## src/sv/solar_lamp_measure_sequencer_assert.svh

```systemverilog
// assertion macros for the solar lamp measure sequencer
// used by the top level; expects clk_i and rst_ni in scope
`ifndef SOLAR_LAMP_MEASURE_SEQUENCER_ASSERT_SVH
`define SOLAR_LAMP_MEASURE_SEQUENCER_ASSERT_SVH

// implication checked on every clock edge outside reset
`define SLMS_ASSERT(name, prop, msg) \
  name: assert property (@(posedge clk_i) disable iff (!rst_ni) prop) else $error(msg);

// plain condition that must hold on every clock edge outside reset
`define SLMS_ASSERT_ALWAYS(name, cond, msg) \
  name: assert property (@(posedge clk_i) disable iff (!rst_ni) (cond)) else $error(msg);

`endif

```

## src/sv/slms_pkg.sv

```systemverilog
// shared types and constants for the solar lamp measure sequencer
// no dependencies
`timescale 1ns / 1ps
`default_nettype none

package slms_pkg;

  // action codes carried on the input tuser
  localparam logic [1:0] ActTick    = 2'd0;
  localparam logic [1:0] ActStart   = 2'd1;
  localparam logic [1:0] ActSendOk  = 2'd2;
  localparam logic [1:0] ActSendBad = 2'd3;

  // bit positions in the pending step mask
  localparam int StepVolt   = 0;
  localparam int StepHtemp  = 1;
  localparam int StepHhum   = 2;
  localparam int StepLed    = 3;
  localparam int StepBtemp  = 4;
  localparam int StepBpress = 5;

  // led pattern lengths
  localparam logic [3:0] LenHumOk   = 4'd3;
  localparam logic [3:0] LenFail    = 4'd6;
  localparam logic [3:0] LenSendOk  = 4'd8;
  localparam logic [3:0] LenSendBad = 4'd14;

  // configuration register indexes
  localparam logic [2:0] RegRetryLimit = 3'd0;
  localparam logic [2:0] RegChargeOff  = 3'd1;
  localparam logic [2:0] RegChargeOn   = 3'd2;
  localparam logic [2:0] RegBatLow     = 3'd3;
  localparam logic [2:0] RegSolarDay   = 3'd4;
  localparam logic [2:0] RegSolarNight = 3'd5;

  // configuration reset values
  localparam logic [3:0]  RetryLimitRst  = 4'd10;
  localparam logic [11:0] ChargeOffRst   = 12'd3143;
  localparam logic [11:0] ChargeOnRst    = 12'd3128;
  localparam logic [11:0] BatLowRst      = 12'd2607;
  localparam logic [11:0] SolarDayRst    = 12'd62;
  localparam logic [11:0] SolarNightRst  = 12'd50;

  typedef enum logic [1:0] {
    KindNone   = 2'd0,
    KindSteady = 2'd1,
    KindBlink  = 2'd2
  } kind_e;

  typedef struct packed {
    logic [3:0]  retry_limit;
    logic [11:0] charge_off_level;
    logic [11:0] charge_on_level;
    logic [11:0] bat_low_level;
    logic [11:0] solar_day_level;
    logic [11:0] solar_night_level;
  } cfg_t;

  typedef struct packed {
    logic [5:0] pending_steps;
    logic [3:0] retry_left;
    kind_e      pattern_kind;
    logic [3:0] pattern_left;
    logic       indicator_level;
    logic       lamp_level;
    logic       charge_state;
    logic       low_latch;
  } state_t;

  // declared high to low so that lamp_on lands in bit 0
  typedef struct packed {
    logic busy_res;
    logic voltage_checked;
    logic baro_compute;
    logic start_baro_pressure;
    logic start_hygro_humidity;
    logic start_sensors;
    logic test_led;
    logic low_flag;
    logic charge_on;
    logic lamp_on;
  } result_t;

endpackage

`default_nettype wire

```

## src/sv/solar_lamp_measure_sequencer.sv

```systemverilog
// solar lamp measure sequencer: state registers, result register, apb registers
// depends on slms_pkg, slms_step and solar_lamp_measure_sequencer_assert.svh
//
// usage:
//   input stream: tuser carries the action (tick, start, send ok, send failed),
//   tdata the converter readings and sensor status bits. every accepted transfer
//   gives exactly one result transfer on the output stream, carrying the lamp,
//   charger, low flag and led levels plus the single-item pulses and busy flag.
//   latency: the result is valid in the cycle after the input transfer.
//   throughput: one item per cycle while the receiver takes each result; the step
//   logic runs in a single pass between the sequencer state and the result
//   register, so a new transfer can follow at once.
//   stall: while the result register holds an untaken result and the receiver
//   keeps tready low, s_axis_tready is low; it rises in the cycle the receiver
//   takes the result, which then makes room for the next item.
//   reset: all sequencer state clears (lamp, charger, led off, nothing pending),
//   the output register empties and the apb registers return to their defaults.
//   registers: apb writes are taken at any time, reads return the stored value;
//   writes should only be made while the block is idle.
`timescale 1ns / 1ps
`default_nettype none

module solar_lamp_measure_sequencer (
  input  logic        clk_i,
  input  logic        rst_ni,
  // apb configuration port
  input  logic        psel,
  input  logic        penable,
  input  logic        pwrite,
  input  logic [4:0]  paddr,
  input  logic [31:0] pwdata,
  output logic [31:0] prdata,
  output logic        pready,
  // input stream
  input  logic        s_axis_tvalid,
  output logic        s_axis_tready,
  // [11:0] battery_level, [23:12] solar_level, [24] hygro_temp_ready,
  // [25] hygro_hum_ready, [26] baro_temp_ok, [27] baro_press_ok, [31:28] zero
  input  logic [31:0] s_axis_tdata,
  // [1:0] action
  input  logic [1:0]  s_axis_tuser,
  // result stream
  output logic        m_axis_tvalid,
  input  logic        m_axis_tready,
  // [0] lamp_on, [1] charge_on, [2] low_flag, [3] test_led, [4] start_sensors,
  // [5] start_hygro_humidity, [6] start_baro_pressure, [7] baro_compute,
  // [8] voltage_checked, [9] busy_res, [15:10] zero
  output logic [15:0] m_axis_tdata
);

  slms_pkg::cfg_t    cfg_q;
  slms_pkg::state_t  state_q, state_d;
  slms_pkg::result_t res_q, res_d;
  logic              out_valid_q;
  logic              in_xfer, cfg_wr;
  logic [2:0]        reg_idx;
  logic              pending_any, led_busy, volt_busy;

  assign pready  = 1'b1;
  assign reg_idx = paddr[4:2];
  assign cfg_wr  = psel & penable & pwrite & pready;

  always_ff @(posedge clk_i or negedge rst_ni) begin
    if (!rst_ni) begin
      cfg_q.retry_limit       <= slms_pkg::RetryLimitRst;
      cfg_q.charge_off_level  <= slms_pkg::ChargeOffRst;
      cfg_q.charge_on_level   <= slms_pkg::ChargeOnRst;
      cfg_q.bat_low_level     <= slms_pkg::BatLowRst;
      cfg_q.solar_day_level   <= slms_pkg::SolarDayRst;
      cfg_q.solar_night_level <= slms_pkg::SolarNightRst;
    end else if (cfg_wr) begin
      case (reg_idx)
        slms_pkg::RegRetryLimit: cfg_q.retry_limit       <= pwdata[3:0];
        slms_pkg::RegChargeOff:  cfg_q.charge_off_level  <= pwdata[11:0];
        slms_pkg::RegChargeOn:   cfg_q.charge_on_level   <= pwdata[11:0];
        slms_pkg::RegBatLow:     cfg_q.bat_low_level     <= pwdata[11:0];
        slms_pkg::RegSolarDay:   cfg_q.solar_day_level   <= pwdata[11:0];
        slms_pkg::RegSolarNight: cfg_q.solar_night_level <= pwdata[11:0];
        default: ;
      endcase
    end
  end

  always_comb begin
    case (reg_idx)
      slms_pkg::RegRetryLimit: prdata = {28'd0, cfg_q.retry_limit};
      slms_pkg::RegChargeOff:  prdata = {20'd0, cfg_q.charge_off_level};
      slms_pkg::RegChargeOn:   prdata = {20'd0, cfg_q.charge_on_level};
      slms_pkg::RegBatLow:     prdata = {20'd0, cfg_q.bat_low_level};
      slms_pkg::RegSolarDay:   prdata = {20'd0, cfg_q.solar_day_level};
      slms_pkg::RegSolarNight: prdata = {20'd0, cfg_q.solar_night_level};
      default:                 prdata = 32'd0;
    endcase
  end

  // room for a new item whenever the result register is empty or being drained
  assign s_axis_tready = ~out_valid_q | m_axis_tready;
  assign in_xfer       = s_axis_tvalid & s_axis_tready;

  slms_step u_step (
    .state_i            (state_q),
    .cfg_i              (cfg_q),
    .action_i           (s_axis_tuser),
    .battery_level_i    (s_axis_tdata[11:0]),
    .solar_level_i      (s_axis_tdata[23:12]),
    .hygro_temp_ready_i (s_axis_tdata[24]),
    .hygro_hum_ready_i  (s_axis_tdata[25]),
    .baro_temp_ok_i     (s_axis_tdata[26]),
    .baro_press_ok_i    (s_axis_tdata[27]),
    .state_o            (state_d),
    .result_o           (res_d)
  );

  always_ff @(posedge clk_i or negedge rst_ni) begin
    if (!rst_ni) begin
      state_q     <= '0;
      out_valid_q <= 1'b0;
    end else begin
      if (in_xfer) begin
        state_q <= state_d;
      end
      if (in_xfer) begin
        out_valid_q <= 1'b1;
      end else if (m_axis_tready) begin
        out_valid_q <= 1'b0;
      end
    end
  end

  always_ff @(posedge clk_i) begin
    if (in_xfer) begin
      res_q <= res_d;
    end
  end

  assign m_axis_tvalid = out_valid_q;
  assign m_axis_tdata  = {6'd0, res_q};

  assign pending_any = |state_q.pending_steps;
  assign led_busy    = state_q.pending_steps[slms_pkg::StepLed];
  assign volt_busy   = state_q.pending_steps[slms_pkg::StepVolt];

  `include "solar_lamp_measure_sequencer_assert.svh"

  // busy flag of a result mirrors the pending mask it leaves behind
  `SLMS_ASSERT(a_busy_pending, in_xfer |=> (res_q.busy_res == pending_any), "busy mismatch")
  // the led can only be lit while a pattern is running
  `SLMS_ASSERT_ALWAYS(a_led_pattern, led_busy || !state_q.indicator_level, "led lit while idle")
  // a voltage check pulse always retires the voltage step
  `SLMS_ASSERT(a_volt_retired, (in_xfer && res_d.voltage_checked) |=> !volt_busy, "volt pending")

endmodule

`default_nettype wire

```

## src/sv/slms_step.sv

```systemverilog
// next-state and result logic for one item of the measure sequencer
// depends on slms_pkg
`timescale 1ns / 1ps
`default_nettype none

module slms_step (
  input  slms_pkg::state_t  state_i,
  input  slms_pkg::cfg_t    cfg_i,
  input  logic [1:0]        action_i,
  input  logic [11:0]       battery_level_i,
  input  logic [11:0]       solar_level_i,
  input  logic              hygro_temp_ready_i,
  input  logic              hygro_hum_ready_i,
  input  logic              baro_temp_ok_i,
  input  logic              baro_press_ok_i,
  output slms_pkg::state_t  state_o,
  output slms_pkg::result_t result_o
);

  function automatic slms_pkg::state_t pattern_begin(slms_pkg::state_t s_in,
                                                     slms_pkg::kind_e  kind,
                                                     logic [3:0]       len);
    slms_pkg::state_t s;
    s = s_in;
    if (!s.pending_steps[slms_pkg::StepLed]) begin
      s.pending_steps[slms_pkg::StepLed] = 1'b1;
      s.indicator_level = 1'b1;
      s.pattern_kind = kind;
      s.pattern_left = len;
    end
    return s;
  endfunction

  always_comb begin
    slms_pkg::state_t s;
    logic p_start, p_hum, p_press, p_comp, p_volt, done;
    s = state_i;
    p_start = 1'b0;
    p_hum = 1'b0;
    p_press = 1'b0;
    p_comp = 1'b0;
    p_volt = 1'b0;
    done = 1'b0;
    case (action_i)
      slms_pkg::ActStart: begin
        s.pending_steps[slms_pkg::StepHtemp] = 1'b1;
        s.pending_steps[slms_pkg::StepBtemp] = 1'b1;
        s.pending_steps[slms_pkg::StepVolt] = 1'b1;
        s.retry_left = cfg_i.retry_limit;
        p_start = 1'b1;
      end
      slms_pkg::ActSendOk: begin
        s = pattern_begin(s, slms_pkg::KindSteady, slms_pkg::LenSendOk);
      end
      slms_pkg::ActSendBad: begin
        s = pattern_begin(s, slms_pkg::KindBlink, slms_pkg::LenSendBad);
      end
      default: begin
        if (|s.pending_steps) begin
          // led pattern advances first
          if (s.pending_steps[slms_pkg::StepLed]) begin
            s.pattern_left = s.pattern_left - 4'd1;
            if (s.pattern_left == 4'd0) begin
              done = 1'b1;
            end else begin
              case (s.pattern_kind)
                slms_pkg::KindSteady: done = 1'b0;
                slms_pkg::KindBlink: begin
                  done = 1'b0;
                  if (!s.pattern_left[0]) s.indicator_level = ~s.indicator_level;
                end
                default: done = 1'b1;
              endcase
            end
            if (done) begin
              s.pending_steps[slms_pkg::StepLed] = 1'b0;
              s.indicator_level = 1'b0;
            end
          end
          // voltage check: charger hysteresis, low latch, lamp
          if (s.pending_steps[slms_pkg::StepVolt]) begin
            if (battery_level_i >= cfg_i.charge_off_level) begin
              s.charge_state = 1'b0;
            end else if (battery_level_i <= cfg_i.charge_on_level) begin
              s.charge_state = 1'b1;
            end
            if (battery_level_i <= cfg_i.bat_low_level) begin
              s.lamp_level = 1'b0;
              s.low_latch = 1'b1;
            end
            if (solar_level_i >= cfg_i.solar_day_level) begin
              s.lamp_level = 1'b0;
              s.low_latch = 1'b0;
            end else if (solar_level_i <= cfg_i.solar_night_level && !s.low_latch) begin
              s.lamp_level = 1'b1;
            end
            p_volt = 1'b1;
            s.pending_steps[slms_pkg::StepVolt] = 1'b0;
          end
          // humidity sensor temperature step
          if (s.pending_steps[slms_pkg::StepHtemp]) begin
            if (s.retry_left == 4'd0) begin
              s.pending_steps[slms_pkg::StepHtemp] = 1'b0;
              s = pattern_begin(s, slms_pkg::KindBlink, slms_pkg::LenFail);
            end else begin
              s.retry_left = s.retry_left - 4'd1;
              if (hygro_temp_ready_i) begin
                p_hum = 1'b1;
                s.pending_steps[slms_pkg::StepHtemp] = 1'b0;
                s.pending_steps[slms_pkg::StepHhum] = 1'b1;
                s.retry_left = cfg_i.retry_limit;
              end
            end
          end
          // humidity step, sampled in the tick it is entered
          if (s.pending_steps[slms_pkg::StepHhum]) begin
            if (s.retry_left == 4'd0) begin
              s.pending_steps[slms_pkg::StepHhum] = 1'b0;
              s = pattern_begin(s, slms_pkg::KindBlink, slms_pkg::LenFail);
            end else begin
              s.retry_left = s.retry_left - 4'd1;
              if (hygro_hum_ready_i) begin
                s.pending_steps[slms_pkg::StepHhum] = 1'b0;
                s = pattern_begin(s, slms_pkg::KindSteady, slms_pkg::LenHumOk);
              end
            end
          end
          // pressure sensor: temperature tick, then pressure tick
          if (s.pending_steps[slms_pkg::StepBtemp]) begin
            s.pending_steps[slms_pkg::StepBtemp] = 1'b0;
            if (baro_temp_ok_i) begin
              p_press = 1'b1;
              s.pending_steps[slms_pkg::StepBpress] = 1'b1;
            end
          end else if (s.pending_steps[slms_pkg::StepBpress]) begin
            s.pending_steps[slms_pkg::StepBpress] = 1'b0;
            p_comp = baro_press_ok_i;
          end
        end
      end
    endcase

    state_o = s;
    result_o.lamp_on = s.lamp_level;
    result_o.charge_on = s.charge_state;
    result_o.low_flag = s.low_latch;
    result_o.test_led = s.indicator_level;
    result_o.start_sensors = p_start;
    result_o.start_hygro_humidity = p_hum;
    result_o.start_baro_pressure = p_press;
    result_o.baro_compute = p_comp;
    result_o.voltage_checked = p_volt;
    result_o.busy_res = |s.pending_steps;
  end

endmodule

`default_nettype wire
```

## config.mk

```make
export PLATFORM = sky130hd
export DESIGN_NAME = solar_lamp_measure_sequencer
export DESIGN_NICKNAME = d
export VERILOG_FILES = /design/src/sv/slms_pkg.sv /design/src/sv/solar_lamp_measure_sequencer.sv /design/src/sv/slms_step.sv
export VERILOG_INCLUDE_DIRS = /design/src /design/src/sv
export SDC_FILE = /design/constraint.sdc
export NUM_CORES = 1
export LEC_CHECK = 0
export ABC_AREA = 1
export BUFFER_PORTS_ARGS = -buffer_cell sky130_fd_sc_hd__buf_4
export CORE_ASPECT_RATIO = 2
export CORE_MARGIN = 10
export CORE_UTILIZATION = 25
export CTS_BUF_LIST = sky130_fd_sc_hd__clkbuf_4
export CTS_CLUSTER_DIAMETER = 60
export DETAILED_ROUTE_END_ITERATION = 7
export GPL_TIMING_DRIVEN = 0
export PLACE_DENSITY = 0.42
export RECOVER_POWER = 100
export SLEW_MARGIN = 20
export SYNTH_ARGS = -nofsm -noshare
export SYNTH_HDL_FRONTEND = slang
export SYNTH_SLANG_ARGS = --single-unit
```

## constraint.sdc

```tcl
create_clock -name clk_i -period 2.35 [get_ports clk_i]
set_input_delay 0.235 -clock clk_i [delete_from_list [all_inputs] [get_ports clk_i]]
set_output_delay 0.235 -clock clk_i [all_outputs]
set_load 0.05 [all_outputs]
```

==> key figures <==
Floorplan
  – Die Ht: 251.2 um
  – Die Footprint: 34070 sq um
  – Initial Util: 25.34%
  – Top Ports: 129
  – # rows: 84
  – Core area: 26380 sq um
  – Chip width: 135.6 um

Clock network
  – Clock Sinks: 95
  – Num CTS Buffers: 9
  – H-Tree Depth: 3
  – CTS Root Cell: clkbuf_4
  – Clock-pin slew on the worst setup and hold paths: 170 ps
  – Worst-skew pair later-pin latency: 530 ps
  – CTS tree: done
  – Clk buf depth: 2

Critical path
  – CP startpoint kind: register
  – Crit path required time: 2120 ps
  – Kind of critical path: register to output pin
  – Critical Path AT: 2050 ps
  – R2R depth: 13
  – Worst setup endpoint: prdata[1]
  – Reg2reg end: m_axis_tdata[2]
  – Worst reg2reg startpoint: cfg_q[33]
  – Crit path capture type: output pin
  – Reg2Reg Setup Slack: 110 ps
  – CP max FO: 3
  – Crit path launch: cfg_q[37]

Placed design
  – DP Wirelength: 18900 um
  – GP Congestion: 0.8600
  – Port Buffer Count: 75
  – Placed insts: 1303

STA
  – Slew @ Worst Pin: 1264 ps
  – Peak Freq: 0.4385 GHz
  – Fin Clk Skew: 22.36 ps
  – Relative slew slack: 15.71%
  – Final setup fails: 0
  – Max Slew Vio Count: 0
  – Minimum clock period: 2280 ps
  – Tcrit/Tclk final: 97.04%
  – Hold Vio Cnt, Final: 0

Power
  – Sequential Power Share: 40.6%
  – Pwr dens: 703.9 nW/um^2
  – Clock share of power: 16.4%
  – Net Switching: 0.002531 W
  – Comb pwr share: 43.1%
  – Leakage: 3.930 nW
  – Maximum VDD drop: 415.3 uV
  – Total power: 0.005709 W
  – Switching share of power: 44.33%
  – Int Pwr: 0.003178 W

Cells and area
  – Area growth syn-to-layout: 21.34%
  – Non-Filler Instances: 1341
  – Share of cells above drive strength 1: 19.88%
  – Nets: 1140

Routing
  – DR WL/cell: 17.37 um
  – Via density: 4.444
  – DR vias: 5959
  – Remaining DRCs: 0
  – Initial DRC Count: 203
  – Detailed Route WL: 23300 um
  – Detailed Routing Iterations Pass 1: 4
  – Post-route ant nets: 0

Yosys
  – Synthesized instance count: 859
  – Post-synthesis cell type count: 46
  – Ranking of synthesized cells by area: dfrtp_1 21%, ha_1 13%, nand2_1 11%, dfstp_2 11%, inv_1 7.5%
  – Cell taking the most area after synthesis: dfrtp_1
  – Post-synthesis sequential area ratio: 36.84%
  – Synth Warn #: 0
  – Area share of the largest cell type after synthesis: 21.34%
  – Cell Area, Synth: 6684 sq um
  – Yosys reg bits: 95
  – Avg Inst Size Synth: 7.781 sq um

Global routing
  – Gr ovfl total: 0
  – Gr usage total: 13.66%
  – Largest net degree at the start of global routing: 86
  – First-pass GRT wire length: 35310 um
  – Initial antenna violation count: 1
  – Vias in the first global route: 6294

Min path
  – Worst hold-check path type: primary input to register
  – Worst Hold Depth: 3

Run status
  – Outcome: complete, no violations

Job
  – Max Cap Violations: 0
-- synthesized netlist by cell type (all sizes together) --
library cell,count
edfxtp,10
inv,146
nand4,12
ha,71
o21a,2
o21ai,109
a211oi,1
conb,2
a31oi,1
xor2,3
o2111ai,1
dfstp,28
buf,36
a21boi,1
or2,1
o31ai,1
o211ai,2
a21o,1
o22ai,10
xnor2,1
nor3,9
a22oi,6
a221o,1
nand3,31
dfrtp,57
nor2,47
a221oi,9
clkbuf,8
o221ai,1
nand2,206
nor4,3
a21oi,42
-- registers in the layout, summed over array words and instances (netlist names) --
signal	flops
cfg_q	64
state_q	19
m_axis_tdata	10
led_busy	1
m_axis_tvalid	1
-- layout make-up --
type | count | area (sq um)
clock inverter | 7 | 62.56
buffer | 44 | 277.8
clock buffer | 9 | 67.56
antenna | 1 | 2.502
timing repair buffer | 96 | 695.7
multi-input combinational | 599 | 3563
tap | 344 | 430.4
fill | 2880 | 18270
sequential | 95 | 2462
inverter | 146 | 548.0
-- metrics by stage --
stage | worst slack (ps) | cell area, sq um | hold slack (ps) | utilization, % | TNS (ps)
floorplan | 242.5 | 6778 | -60.59 | - | 0
global placement | -216.7 | 7771 | 462.1 | 29.46 | -563.6
detailed placement | -214.6 | 7775 | 382.9 | 29.47 | -528.8
CTS | -2.473 | 8082 | 45.38 | 30.63 | -2.473
global route | -15.81 | 8110 | 55.59 | 30.74 | -74.84
finish | 69.56 | 8110 | 70.07 | 30.74 | 0
-- routing by layer --
metal / vias up / track usage, % / wire, um
li1: 3028 / - / -
met1: 2768 / 12.51 / 7938
met2: 122 / 27.38 / 13580
met3: 41 / 2.297 / 813
met4: 0 / 6.551 / 964
met5: - / 0 / 0
-- power groups by stage --
stage | combinational, W | clock (W) | sequential (W)
final | 0.00246 | 0.000934 | 0.00232
after global routing | 0.00279 | 0.00103 | 0.00236
after CTS | 0.00246 | 0.000966 | 0.00232
after detailed placement | 0.00240 | 0 | 0.00235
after global placement | 0.00237 | 0 | 0.00235
after floorplan | 0.00166 | 0 | 0.00231
-- logic make-up (layout without fill, tap and decap cells) --
family                   count (synthesis)  in the layout  synth area share [%]
other                                    2             28                0.1124
AND/OR/NAND/NOR                        309            309                 20.97
adder cells (fa/ha/maj)                 71             71                 13.29
XOR/XNOR                                 4              4                0.5242
flip-flops                              95             95                 36.84
AO/OA/AOI/OAI                          188            188                 15.84
buffers and inverters                  190            302                 12.43
-- cell usage in the layout, fill, tap and decap left out, drive strengths merged, types with 14 or more instances in the layout --
cell type,count
nand2,206
inv,151
o21ai,109
buf,93
ha,71
dfrtp,57
nor2,47
a21oi,42
clkbuf,42
nand3,31
dfstp,28
conb,27
dlygate4sd3,14
-- repair_timing --
action,in CTS,in global routing
setup buffers,0,7
endpoints found under the hold margin,73,0
gates resized for setup,8,12
hold buffers,14,0
pin swaps,1,5
endpoints found under the setup margin,7,6
-- how the worst min path moves through the flow --
stage | startpoint | to | slack (ps)
floorplan | rst_ni | cfg_q[0] | -60
global route | s_axis_tdata[27] | m_axis_tdata[7] | 60
detailed placement | rst_ni | state_q[3] | 380
CTS | s_axis_tdata[27] | m_axis_tdata[7] | 50
finish | s_axis_tdata[27] | m_axis_tdata[7] | 70
global placement | cfg_q[13] | cfg_q[13] | 460
-- worst max-delay path, stage by stage, from the launching register on --
cell and delay (ps):
dfrtp_1 460, a22oi_1 300, o221ai_1 230, a221o_1 340, buf_4 200
(Power assumes the default switching activity.)
